<file path="config.mk">
export PLATFORM = sky130hd
export DESIGN_NAME = infix_token_evaluator
export DESIGN_NICKNAME = d
export VERILOG_FILES = /design/src/rtl/ite_pkg.sv /design/src/rtl/ite_datapath.sv /design/src/rtl/ite_controller.sv /design/src/rtl/infix_token_evaluator.sv
export SDC_FILE = /design/constraint.sdc
export NUM_CORES = 1
export LEC_CHECK = 0
export BUFFER_PORTS_ARGS = -buffer_cell sky130_fd_sc_hd__buf_2
export CORE_ASPECT_RATIO = 0.7
export CORE_MARGIN = 1
export CORE_UTILIZATION = 30
export CTS_CLUSTER_DIAMETER = 100
export DETAILED_ROUTE_END_ITERATION = 12
export SLEW_MARGIN = 20
export SYNTH_ARGS = -nofsm -noshare
export SYNTH_HDL_FRONTEND = slang
export SYNTH_SLANG_ARGS = --single-unit
</file>
<file path="constraint.sdc">
create_clock -name clk -period 9.5 [get_ports clk]
set_input_delay 1.9 -clock clk [delete_from_list [all_inputs] [get_ports clk]]
set_output_delay 1.9 -clock clk [all_outputs]
set_load 0.05 [all_outputs]
</file>
<file path="src/rtl/ite_pkg.sv">
// Shared codes and types for the infix token evaluator.
// Token kinds, status codes, operator kinds and the controller/datapath interface.
// No dependencies.
`default_nettype none

package ite_pkg;

  localparam logic [2:0] TK_NUMBER = 3'd0;
  localparam logic [2:0] TK_PLUS   = 3'd1;
  localparam logic [2:0] TK_MINUS  = 3'd2;
  localparam logic [2:0] TK_TIMES  = 3'd3;
  localparam logic [2:0] TK_DIVIDE = 3'd4;

  localparam logic [1:0] ST_OK        = 2'd0;
  localparam logic [1:0] ST_DIV_ZERO  = 2'd1;
  localparam logic [1:0] ST_MALFORMED = 2'd2;

  localparam logic [1:0] MK_NONE   = 2'd0;
  localparam logic [1:0] MK_TIMES  = 2'd1;
  localparam logic [1:0] MK_DIVIDE = 2'd2;

  typedef enum logic [3:0] {
    OP_NONE,
    OP_NUM_LOAD,
    OP_ARITH_START,
    OP_ARITH_STEP,
    OP_ARITH_COMMIT,
    OP_ADD_OP,
    OP_MUL_OP,
    OP_ERROR,
    OP_FINISH
  } dp_op_t;

  typedef struct packed {
    dp_op_t     op;
    logic [1:0] err;
  } dp_cmd_t;

  typedef struct packed {
    logic       expect_number;
    logic [1:0] mul_kind;
    logic       err_any;
    logic       value_zero;
    logic       step_last;
  } dp_status_t;

endpackage

`default_nettype wire

</file>
<file path="src/rtl/ite_datapath.sv">
// Datapath of the infix token evaluator: expression registers, shared
// shift-add multiplier / restoring divider and the result register.
// Depends on ite_pkg.
`default_nettype none

module ite_datapath #(
  parameter int WORD_WIDTH = 32
) (
  input  logic                clk,
  input  logic                rst,
  input  ite_pkg::dp_cmd_t    cmd,
  input  logic [2:0]          token_kind,
  input  logic signed [31:0]  operand_value,
  output ite_pkg::dp_status_t status,
  output logic signed [31:0]  expression_value,
  output logic [1:0]          eval_status
);
  import ite_pkg::*;

  localparam int CW = $clog2(WORD_WIDTH);

  logic [WORD_WIDTH-1:0] running_sum;
  logic [WORD_WIDTH-1:0] current_term;
  logic                  pending_add_is_minus;
  logic [1:0]            pending_mul_kind;
  logic                  expect_number;
  logic [1:0]            error_code;

  logic [WORD_WIDTH-1:0] acc;
  logic [WORD_WIDTH-1:0] x;
  logic [WORD_WIDTH-1:0] y;
  logic                  neg_q;
  logic [CW-1:0]         cnt;

  logic [WORD_WIDTH-1:0] val_w;
  logic [WORD_WIDTH-1:0] sum_fold;
  logic [WORD_WIDTH-1:0] mag_term;
  logic [WORD_WIDTH-1:0] mag_val;
  logic [WORD_WIDTH:0]   rem_shift;
  logic [WORD_WIDTH:0]   diff;
  logic                  is_div;
  logic [1:0]            final_code;

  always_comb begin
    val_w     = WORD_WIDTH'(operand_value);
    sum_fold  = pending_add_is_minus ? running_sum - current_term : running_sum + current_term;
    mag_term  = current_term[WORD_WIDTH-1] ? -current_term : current_term;
    mag_val   = val_w[WORD_WIDTH-1] ? -val_w : val_w;
    rem_shift = {acc, x[WORD_WIDTH-1]};
    diff      = rem_shift - {1'b0, y};
    is_div    = (pending_mul_kind == MK_DIVIDE);
    if (error_code != ST_OK) begin
      final_code = error_code;
    end else if (expect_number) begin
      final_code = ST_MALFORMED;
    end else begin
      final_code = ST_OK;
    end
  end

  assign status.expect_number = expect_number;
  assign status.mul_kind      = pending_mul_kind;
  assign status.err_any       = (error_code != ST_OK);
  assign status.value_zero    = (val_w == '0);
  assign status.step_last     = (cnt == '0);

  always_ff @(posedge clk) begin
    if (rst) begin
      running_sum          <= '0;
      current_term         <= '0;
      pending_add_is_minus <= 1'b0;
      pending_mul_kind     <= MK_NONE;
      expect_number        <= 1'b1;
      error_code           <= ST_OK;
      cnt                  <= CW'(WORD_WIDTH - 1);
    end else begin
      unique case (cmd.op)
        OP_NUM_LOAD: begin
          current_term     <= val_w;
          pending_mul_kind <= MK_NONE;
          expect_number    <= 1'b0;
        end
        OP_ARITH_START: begin
          acc   <= '0;
          x     <= is_div ? mag_term : current_term;
          y     <= is_div ? mag_val : val_w;
          neg_q <= current_term[WORD_WIDTH-1] ^ val_w[WORD_WIDTH-1];
          cnt   <= CW'(WORD_WIDTH - 1);
        end
        OP_ARITH_STEP: begin
          if (is_div) begin
            if (!diff[WORD_WIDTH]) begin
              acc <= diff[WORD_WIDTH-1:0];
              x   <= {x[WORD_WIDTH-2:0], 1'b1};
            end else begin
              acc <= rem_shift[WORD_WIDTH-1:0];
              x   <= {x[WORD_WIDTH-2:0], 1'b0};
            end
          end else begin
            if (y[0]) begin
              acc <= acc + x;
            end
            x <= {x[WORD_WIDTH-2:0], 1'b0};
            y <= {1'b0, y[WORD_WIDTH-1:1]};
          end
          cnt <= cnt - 1'b1;
        end
        OP_ARITH_COMMIT: begin
          current_term     <= is_div ? (neg_q ? -x : x) : acc;
          pending_mul_kind <= MK_NONE;
          expect_number    <= 1'b0;
        end
        OP_ADD_OP: begin
          running_sum          <= sum_fold;
          current_term         <= '0;
          pending_add_is_minus <= (token_kind == TK_MINUS);
          expect_number        <= 1'b1;
        end
        OP_MUL_OP: begin
          pending_mul_kind <= (token_kind == TK_TIMES) ? MK_TIMES : MK_DIVIDE;
          expect_number    <= 1'b1;
        end
        OP_ERROR: begin
          if (error_code == ST_OK) begin
            error_code <= cmd.err;
          end
        end
        OP_FINISH: begin
          eval_status          <= final_code;
          expression_value     <= (final_code == ST_OK) ? 32'($signed(sum_fold)) : '0;
          running_sum          <= '0;
          current_term         <= '0;
          pending_add_is_minus <= 1'b0;
          pending_mul_kind     <= MK_NONE;
          expect_number        <= 1'b1;
          error_code           <= ST_OK;
        end
        default: begin
        end
      endcase
    end
  end

endmodule

`default_nettype wire

</file>
<file path="src/rtl/ite_controller.sv">
// Controller of the infix token evaluator: token decode, sequencing of the
// shared arithmetic unit and the input/output handshakes. Depends on ite_pkg.
`default_nettype none

module ite_controller (
  input  logic                clk,
  input  logic                rst,
  input  logic                in_valid,
  output logic                in_ready,
  input  logic [2:0]          token_kind,
  input  logic                last_token,
  output logic                out_valid,
  input  logic                out_ready,
  input  ite_pkg::dp_status_t status,
  output ite_pkg::dp_cmd_t    cmd
);
  import ite_pkg::*;

  typedef enum logic [1:0] {
    S_IDLE,
    S_ARITH,
    S_COMMIT,
    S_FINISH
  } state_t;

  state_t state;
  state_t state_next;
  logic   last_q;
  logic   out_free;

  assign in_ready = (state == S_IDLE);
  assign out_free = !out_valid || out_ready;

  always_comb begin
    cmd.op     = OP_NONE;
    cmd.err    = ST_OK;
    state_next = state;
    unique case (state)
      S_IDLE: begin
        if (in_valid) begin
          if (!status.err_any) begin
            priority case (token_kind)
              TK_NUMBER: begin
                if (status.expect_number == 1'b0) begin
                  cmd.op  = OP_ERROR;
                  cmd.err = ST_MALFORMED;
                end else if (status.mul_kind == MK_TIMES) begin
                  cmd.op = OP_ARITH_START;
                end else if (status.mul_kind == MK_DIVIDE) begin
                  if (status.value_zero) begin
                    cmd.op  = OP_ERROR;
                    cmd.err = ST_DIV_ZERO;
                  end else begin
                    cmd.op = OP_ARITH_START;
                  end
                end else begin
                  cmd.op = OP_NUM_LOAD;
                end
              end
              TK_PLUS, TK_MINUS: begin
                if (status.expect_number) begin
                  cmd.op  = OP_ERROR;
                  cmd.err = ST_MALFORMED;
                end else begin
                  cmd.op = OP_ADD_OP;
                end
              end
              TK_TIMES, TK_DIVIDE: begin
                if (status.expect_number) begin
                  cmd.op  = OP_ERROR;
                  cmd.err = ST_MALFORMED;
                end else begin
                  cmd.op = OP_MUL_OP;
                end
              end
              default: begin
                cmd.op  = OP_ERROR;
                cmd.err = ST_MALFORMED;
              end
            endcase
          end
          if (cmd.op == OP_ARITH_START) begin
            state_next = S_ARITH;
          end else if (last_token) begin
            state_next = S_FINISH;
          end
        end
      end
      S_ARITH: begin
        cmd.op = OP_ARITH_STEP;
        if (status.step_last) begin
          state_next = S_COMMIT;
        end
      end
      S_COMMIT: begin
        cmd.op     = OP_ARITH_COMMIT;
        state_next = last_q ? S_FINISH : S_IDLE;
      end
      S_FINISH: begin
        if (out_free) begin
          cmd.op     = OP_FINISH;
          state_next = S_IDLE;
        end
      end
      default: begin
        state_next = S_IDLE;
      end
    endcase
  end

  always_ff @(posedge clk) begin
    if (rst) begin
      state     <= S_IDLE;
      out_valid <= 1'b0;
      last_q    <= 1'b0;
    end else begin
      state <= state_next;
      if (in_valid && in_ready) begin
        last_q <= last_token;
      end
      if (cmd.op == OP_FINISH) begin
        out_valid <= 1'b1;
      end else if (out_ready) begin
        out_valid <= 1'b0;
      end
    end
  end

endmodule

`default_nettype wire

</file>
<file path="src/rtl/infix_token_evaluator.sv">
// Infix token evaluator with two precedence levels: a token a transaction,
// one result transaction per expression. An operator, a plain number, a token
// out of order or an ignored token after an error is handled in the idle state.
// A number that follows * or / (other than a zero divisor) goes through a load
// step, the bit steps of the shared shift-add multiplier / restoring divider,
// which retires one bit a cycle, and a commit step; no token is taken meanwhile.
// The last token of an expression then passes a finish step that loads the
// result register, and waits there while a previous result is still not taken.
// Arithmetic wraps at WORD_WIDTH bits; division truncates toward zero.
// Depends on ite_pkg, ite_controller and ite_datapath.
`default_nettype none

module infix_token_evaluator #(
  parameter int WORD_WIDTH = 32
) (
  input  logic               clk,
  input  logic               rst,
  input  logic               in_valid,
  output logic               in_ready,
  input  logic [2:0]         token_kind,
  input  logic signed [31:0] operand_value,
  input  logic               last_token,
  output logic               out_valid,
  input  logic               out_ready,
  output logic signed [31:0] expression_value,
  output logic [1:0]         eval_status
);
  import ite_pkg::*;

  dp_cmd_t    cmd;
  dp_status_t status;

  ite_controller u_ctrl (
    .clk        (clk),
    .rst        (rst),
    .in_valid   (in_valid),
    .in_ready   (in_ready),
    .token_kind (token_kind),
    .last_token (last_token),
    .out_valid  (out_valid),
    .out_ready  (out_ready),
    .status     (status),
    .cmd        (cmd)
  );

  ite_datapath #(
    .WORD_WIDTH (WORD_WIDTH)
  ) u_dp (
    .clk              (clk),
    .rst              (rst),
    .cmd              (cmd),
    .token_kind       (token_kind),
    .operand_value    (operand_value),
    .status           (status),
    .expression_value (expression_value),
    .eval_status      (eval_status)
  );

endmodule

`default_nettype wire

</file>
==> results of run 1 <==
==> worst register-to-register path: stages, from the launching register on <==
cell and delay (ps):
dfxtp_1 380, nor3_1 280, nand3_1 160, or3_1 420, nor3b_1 700, nor2_1 120
xnor2_1 220, ha_1 320, a21oi_1 260, o21bai_1 100, a21o_1 200, a311oi_1 550
o2bb2ai_1 310, o41a_1 310, nor2_1 70, nor3_1 220, xor2_1 280, nor2_1 70
==> worst max-delay path by stage <==
stage                            startpoint                        end  slack [ps]  cells after the start
after global placement     operand_value[6]        u_dp.y[1]$_DFFE_PP_        2610                     11
final                      operand_value[6]        u_dp.y[5]$_DFFE_PP_        3100                     12
after CTS                  operand_value[6]        u_dp.y[0]$_DFFE_PP_        3060                     11
after detailed placement   operand_value[6]        u_dp.y[2]$_DFFE_PP_        2530                     11
after global routing       operand_value[6]  u_dp.acc[0]$_SDFFCE_PP0P_        3010                     13
after floorplan           operand_value[18]  u_dp.acc[0]$_SDFFCE_PP0P_        2290                     10
==> cell type report <==
| cell class | instances | area (um^2) | area share [%] |
|---|---|---|---|
| tap | 720 | 901 | 4.97 |
| inverter | 71 | 267 | 1.47 |
| timing repair buffer | 98 | 596 | 3.29 |
| antenna | 6 | 15.0 | 0.0828 |
| multi-input combinational | 1581 | 10100 | 55.5 |
| clock buffer | 41 | 739 | 4.08 |
| clock inverter | 5 | 31.3 | 0.173 |
| sequential | 210 | 5520 | 30.4 |
==> layer usage <==
layer	track usage (%)	routed length (um)	vias up	share of wire, %
met5	0	13	-	0.026
met4	3.42	824	2	1.6
met3	3.98	4000	59	8.0
met2	26.8	21200	469	42
met1	26.3	24200	7162	48
li1	-	-	7185	-
==> synth_stat cells, types with 32 or more instances <==
| library cell | n |
|---|---|
| o21ai_0 | 147 |
| xor2_1 | 69 |
| inv_1 | 71 |
| nand3_1 | 47 |
| xnor2_1 | 135 |
| nand2_1 | 182 |
| a31oi_1 | 55 |
| dfxtp_1 | 79 |
| nor2_1 | 263 |
| nor3_1 | 75 |
| edfxtp_1 | 131 |
| clkbuf_1 | 95 |
| ha_1 | 102 |
| a21o_1 | 32 |
| a21oi_1 | 135 |
==> state kept, by name, summed over array words and instances, names as in the netlist, 5 cells and up <==
| signal | flops |
|---|---|
| u_dp.x | 32 |
| u_dp.y | 32 |
| u_dp.cnt | 5 |
| u_dp.acc | 32 |
| u_dp.current_term | 32 |
| u_dp.expression_value | 32 |
| u_dp.running_sum | 32 |
==> power breakdown <==
part | leakage (nW) | internal (W) | switching, W | total (W)
Clock | 0.377 | 0.000530 | 0.000407 | 0.000937
Sequential | 1.83 | 0.00109 | 0.000111 | 0.00120
Combinational | 4.57 | 0.000571 | 0.000931 | 0.00150
Total | 6.78 | 0.00219 | 0.00145 | 0.00364
==> cells by family after synthesis <==
family                   Yosys count  synth area share [%]
AO/OA/AOI/OAI                    551                  21.6
XOR/XNOR                         204                  11.0
adder cells (fa/ha/maj)          105                  8.23
buffers and inverters            181                  4.38
flip-flops                       210                  34.0
multiplexers                      17                  1.07
AND/OR/NAND/NOR                  704                  19.8
==> cells in the final DEF, fill, tap and decap left out, types with 9 or more instances in the layout <==
master / n
a211oi_1: 26
a21o_1: 32
a21oi_1: 134
a221oi_1: 26
a31oi_1: 55
and3_1: 13
buf_2: 75
buf_4: 20
clkbuf_1: 10
clkbuf_16: 25
dfxtp_1: 79
edfxtp_1: 131
ha_1: 101
inv_1: 71
mux2i_1: 14
nand2_1: 180
nand2b_1: 25
nand3_1: 47
nor2_1: 259
nor2b_1: 12
nor3_1: 74
nor3b_1: 9
nor4_1: 15
o211ai_1: 12
o21a_1: 21
o21ai_0: 147
o21bai_1: 11
o31ai_1: 17
o41ai_1: 9
or3_1: 15
or4_1: 10
xnor2_1: 135
xor2_1: 69
==> per-stage QoR <==
step,instance area (um^2),hold slack (ps)
after floorplan,16200,436
final,18100,456
after global routing,18100,487
after global placement,17300,445
after detailed placement,17300,451
after CTS,18000,460
==> summary.txt, run 1 <==
Cells and area
  – Final nets: 2132
  – Final Core Density: 34.3%
  – Non-Filler Instances: 2732
  – Fill cells: 5486
  – Share of cells above drive strength 1: 8.33%
  – Synth-to-Final Area Change: 11.6%

Setup path
  – CP Max Fanout: 22
  – Slowest-stage cell, CP: or4_1
  – CP Data Required Time: 9740 ps
  – Critical path buffer and inverter count: 3
  – Worst R2R Setup Slack: 4290 ps
  – Crit path top cell by count: or4_1
  – Worst R2R Start: u_dp.current_term[2]$_SDFFE_PP0P_
  – Reg2reg path depth: 17
  – CP cell instances: buf_2 > or4_1 > nor3_1 > buf_4 > nand4b_1 > nor4_1 > o22ai_1 > or4_1 > nand2_2 > nand2_1 > a21oi_4 > buf_16
  – Top delay family on crit path: simple AND/OR/NAND/NOR gates
  – Type of the worst setup path: in -> reg
  – Critical Path Max Stage Delay: 580 ps
  – Endpoint kind of the worst setup timing path: flip-flop
  – Arrival @ worst endpoint: 6640 ps
  – R2R Path End: u_dp.expression_value[30]$_SDFFCE_PP0P_
  – Setup crit start kind: primary input

Floorplan
  – Die width: 280 um
  – Die Area: 0.0551 mm^2
  – Core area: 0.0528 mm^2
  – Initial Utilization: 30.8%
  – Die Y-Extent: 197 um
  – I/O pin count: 76
  – # rows: 70

Logic synthesis
  – FFs w/ async S/R, synth: 0%
  – Syn avg cell area: 8.24 um^2
  – Synth top area cells: edfxtp_1 24%, dfxtp_1 9.7%, ha_1 7.9%
  – Synth top area share: 24.2%
  – Syn_nets: 2117
  – Synth cell types: 74
  – Post-synthesis sequential area ratio: 34.0%
  – Synth warn: 0
  – Most common flop cell mapped by yosys: edfxtp_1
  – Syn Std Cell Area: 0.0162 mm^2
  – #FFs+latches synth: 210
  – Number of synthesized flops with an enable pin: 131
  – Synth Instances: 1972
  – Yosys top cell by area: edfxtp_1

Route
  – ANT nets after route: 0
  – DRT iter0 DRCs: 1404
  – WL final: 50200 um
  – Wirelength per Cell: 18.4 um
  – Drt first pass iters: 5
  – Total number of vias: 14900
  – Vias per cell: 5.45
  – Drt drc: 0

CTS
  – CTS tree: built
  – # hold bufs at CTS: 0
  – Clk slew on worst S/H paths: 60 ps
  – Post-CTS Setup Inserts: 0
  – CTS Buffer Depth: 3
  – H-tree depth: 1
  – Root Buffer: clkbuf_16
  – CTS sink count: 210
  – Post-CTS sizing: 0
  – Worst-Skew Late Latency: 560 ps
  – CTS Buf Count: 25

Timing
  – Final Skew: 29.6 ps
  – Max Slew Vio Count: 0
  – Post-route setup slack: 3100 ps
  – Total negative slack: 0 ps
  – Period minus WS final: 6400 ps
  – Final period utilization: 67.3%
  – Slew HR: 24.7%
  – RSZ-0062 raised after global routing: false
  – Worst slew pin tran: 1110 ps
  – Fmax achieved: 156 MHz
  – Final setup vio count: 0
  – Hold Fails Final Rpt: 0

Global routing
  – First-pass GRT wire length: 78900 um
  – Total grt overflow: 0
  – Pin count of the biggest net entering global routing: 83
  – All-Layer GR Usage: 17.9%
  – Initial antenna violation count: 4
  – Vias in the first global route: 14100

Flow run
  – Max-cap violations: 0

Power
  – LEAKAGE: 6.78 nW
  – Final Total Pwr: 0.00364 W
  – Maximum VDD drop: 0.000146 V
  – Power per standard cell area: 201 mW/mm^2

Placement
  – I/O Buffers: 75
  – Hpwl dp: 37400 um
  – Pre-CTS setup slack: 2530 ps
  – Placed instance count: 2677
  – Final Wtd Congestion: 0.917

Status
  – Outcome: complete, no violations

Min path
  – Hold_sp: u_ctrl.last_q$_SDFFE_PP0P_
  – Hold crit path type: reg -> reg
  – Hold Path End: u_ctrl.last_q$_SDFFE_PP0P_
  – Hold Path Cell Cnt: 2
Power figures use the tool's default switching activity.
==> run 2, diff against run 1 <==
Clock period 9.5 ns to 5.4 ns, I/O delays scaled along.
==> summary.txt, run 2 (synthesized netlist as in run 1, its figures left out) <==
Status
  – Outcome: complete, no violations

Placement
  – Placed instance count: 2687 (+0.37%)
  – Hpwl dp: 37200 um (-0.66%)
  – I/O Buffers: 75 (unchanged)
  – Final Wtd Congestion: 0.899 (-1.9%)

Power
  – Psw: 0.00250 W (+73%)
  – Sequential share of power: 32.8% (-0.2 points)
  – Cell internal pwr: 0.00392 W (+79%)
  – Switching portion of total power: 39.0% (-0.87 points)
  – Maximum VDD drop: 0.000209 V (+43%)
  – LEAKAGE: 6.82 nW (+0.64%)
  – Power per standard cell area: 354 mW/mm^2 (+76%)
  – Clock network fraction of design power: 26.2% (+0.4 points)
  – Combinational power share: 41.0% (-0.3 points)

Global routing
  – All-Layer GR Usage: 17.3% (-0.62 points)
  – Initial antenna violation count: 1 (-3)
  – GR Util met2: 25.4% (-1.4 points)
  – First-pass GRT wire length: 76600 um (-2.9%)
  – GRT met1 Usage: 26.6% (+0.31 points)
  – Total grt overflow: 0 (unchanged)
  – Pin count of the biggest net entering global routing: 91 (+9.6%)
  – Gr busiest metal: met1
  – Vias in the first global route: 13800 (-2.5%)
  – GRT met3 Usage: 2.50% (-1.5 points)

Route
  – DRT iter0 DRCs: 1437 (+2.4%)
  – Total number of vias: 15000 (+0.52%)
  – ANT nets after route: 0 (unchanged)
  – Vias per cell: 5.48 (+0.67%)
  – Drt drc: 0 (unchanged)
  – Drt first pass iters: 5 (unchanged)
  – Wirelength per Cell: 18.0 um (-1.8%)
  – WL final: 49200 um (-1.9%)

Cells and area
  – Commonest cells after routing, fill and taps aside: 259 x nor2_1, 180 x nand2_1, 147 x o21ai_0
  – Antenna diodes: 0 (-6)
  – Share of cells above drive strength 1: 8.72% (+0.39 points)
  – Commonest non-fill, non-tap cell in the layout: nor2_1
  – Non-Filler Instances: 2728 (-0.15%)
  – Synth-to-Final Area Change: 11.9%
  – Final nets: 2137 (+0.23%)
  – Fill cells: 5550 (+1.2%)

Timing
  – Max Slew Vio Count: 0 (unchanged)
  – Worst slew pin tran: 1170 ps (+52.1 ps)
  – Fmax achieved: 201 MHz
  – Period minus WS final: 4970 ps
  – Hold Fails Final Rpt: 0 (unchanged)
  – RSZ-0062 raised after global routing: false
  – Hold_ws: 472 ps (+16.0 ps)
  – Slew HR: 22.2% (-2.5 points)
  – Final setup vio count: 0 (unchanged)
  – Final Skew: 21.3 ps (-8.28 ps)
  – Final period utilization: 91.9%
  – Total negative slack: 0 ps (unchanged)

CTS
  – Clk slew on worst S/H paths: 60 ps (about the same)
  – CTS sink count: 210 (unchanged)
  – Worst-Skew Late Latency: 540 ps (-20 ps)
  – CTS Buf Count: 23 (-8.0%)
  – Root Buffer: clkbuf_16
  – CTS tree: built
  – Post-CTS sizing: 0 (unchanged)
  – # hold bufs at CTS: 0 (unchanged)
  – Post-CTS Setup Inserts: 0 (unchanged)
  – H-tree depth: 1 (unchanged)
  – CTS Buffer Depth: 3 (unchanged)

Setup path
  – Slowest-stage cell, CP: a311oi_1
  – CP Max Fanout: 7 (-68%)
  – Critical Path Max Stage Delay: 560 ps (-20 ps)
  – Endpoint kind of the worst setup timing path: flip-flop
  – Crit path top cell by count: xnor2_1
  – Setup crit start kind: flip-flop
  – CP Data Required Time: 5670 ps (-4070 ps)
  – Arrival @ worst endpoint: 5230 ps (-1410 ps)
  – CP cell instances: inv_1 > ha_1 > nand2_1 > nor4_1 > buf_4 > nand3b_1 > nor4_1 > nor2_1 > xnor2_1 > ha_1 > nand3_1 > a311oi_1 > o22ai_1 > o311ai_0 > o211ai_1 > xnor2_1 > xnor2_1 > nor2_1
  – Type of the worst setup path: reg -> reg

Floorplan
  – Die Y-Extent: 197 um (unchanged)
  – I/O pin count: 76 (unchanged)
  – Initial Utilization: 30.8% (unchanged)
  – Core area: 0.0528 mm^2 (unchanged)
  – Die Area: 0.0551 mm^2 (unchanged)
  – # rows: 70 (unchanged)
  – Die width: 280 um (unchanged)

Min path
  – Hold crit path type: reg -> reg

Flow run
  – Max-cap violations: 0 (unchanged)
[run 2: cell count changes in the layout (fill, tap and decap cells not counted), sizes merged]
cell    before  now
clkinv       3    4
inv         72   71
diode        6    0
clkbuf      41   36
buf         98  105
[run 2: worst paths after layout]
path	from	end	slack, ps	cells past startpoint
worst max-delay path	u_dp.current_term[0]$_SDFFE_PP0P_	u_dp.expression_value[31]$_SDFFCE_PP0P_	430	18
worst min-delay path	u_ctrl.last_q$_SDFFE_PP0P_	u_ctrl.last_q$_SDFFE_PP0P_	470	2
worst max register to register	u_dp.current_term[0]$_SDFFE_PP0P_	u_dp.expression_value[31]$_SDFFCE_PP0P_	430	18
worst min register to register	u_ctrl.last_q$_SDFFE_PP0P_	u_ctrl.last_q$_SDFFE_PP0P_	470	2
[run 2: per-stage QoR]
stage | power, W | setup WS (ps) | utilization (%) | instance area [um^2]
3_5_place_dp | 0.00475 | 101 | 32.9 | 17400
3_3_place_gp | 0.00470 | 181 | 32.9 | 17400
2_1_floorplan | 0.00409 | 192 | - | 16300
6_report | 0.00643 | 435 | 34.4 | 18200
4_1_cts | 0.00645 | 552 | 34.4 | 18200
5_1_grt | 0.00685 | 83.8 | 34.4 | 18200
[run 2: layout make-up]
class / count / area, um^2 / share of cell area (%)
multi-input cells: 1581 / 10100 / 55.4
repair buffers: 105 / 626 / 3.44
inverters: 71 / 267 / 1.47
well taps: 720 / 901 / 4.95
clock inverters: 5 / 30.0 / 0.165
clock buffers: 36 / 771 / 4.24
flip-flops and latches: 210 / 5520 / 30.3
[run 2: worst max-delay path: cells and delay by family, from the launching register on]
| kind | cells | cell delay (ps) |
|---|---|---|
| compound gates | 4 | 1360 |
| simple gates | 7 | 1260 |
| fa+ha+maj | 2 | 660 |
| xor+xnor | 3 | 650 |
| buf+inv | 2 | 440 |
| flops | 1 | 320 |
[run 2: power groups by stage]
stage / Clock, W / Combinational (W) / Sequential [W]
floorplan: 0 / 0.00203 / 0.00206
global placement: 0 / 0.00256 / 0.00213
detailed placement: 0 / 0.00261 / 0.00214
CTS: 0.00172 / 0.00263 / 0.00211
global route: 0.00179 / 0.00293 / 0.00213
finish: 0.00168 / 0.00264 / 0.00211
[run 2: layer usage]
metal  vias up  share of wire, %
li1       7194                 -
met1      7210                50
met2       486                41
met3        65               6.7
met4         0               1.8
met5         -                 0
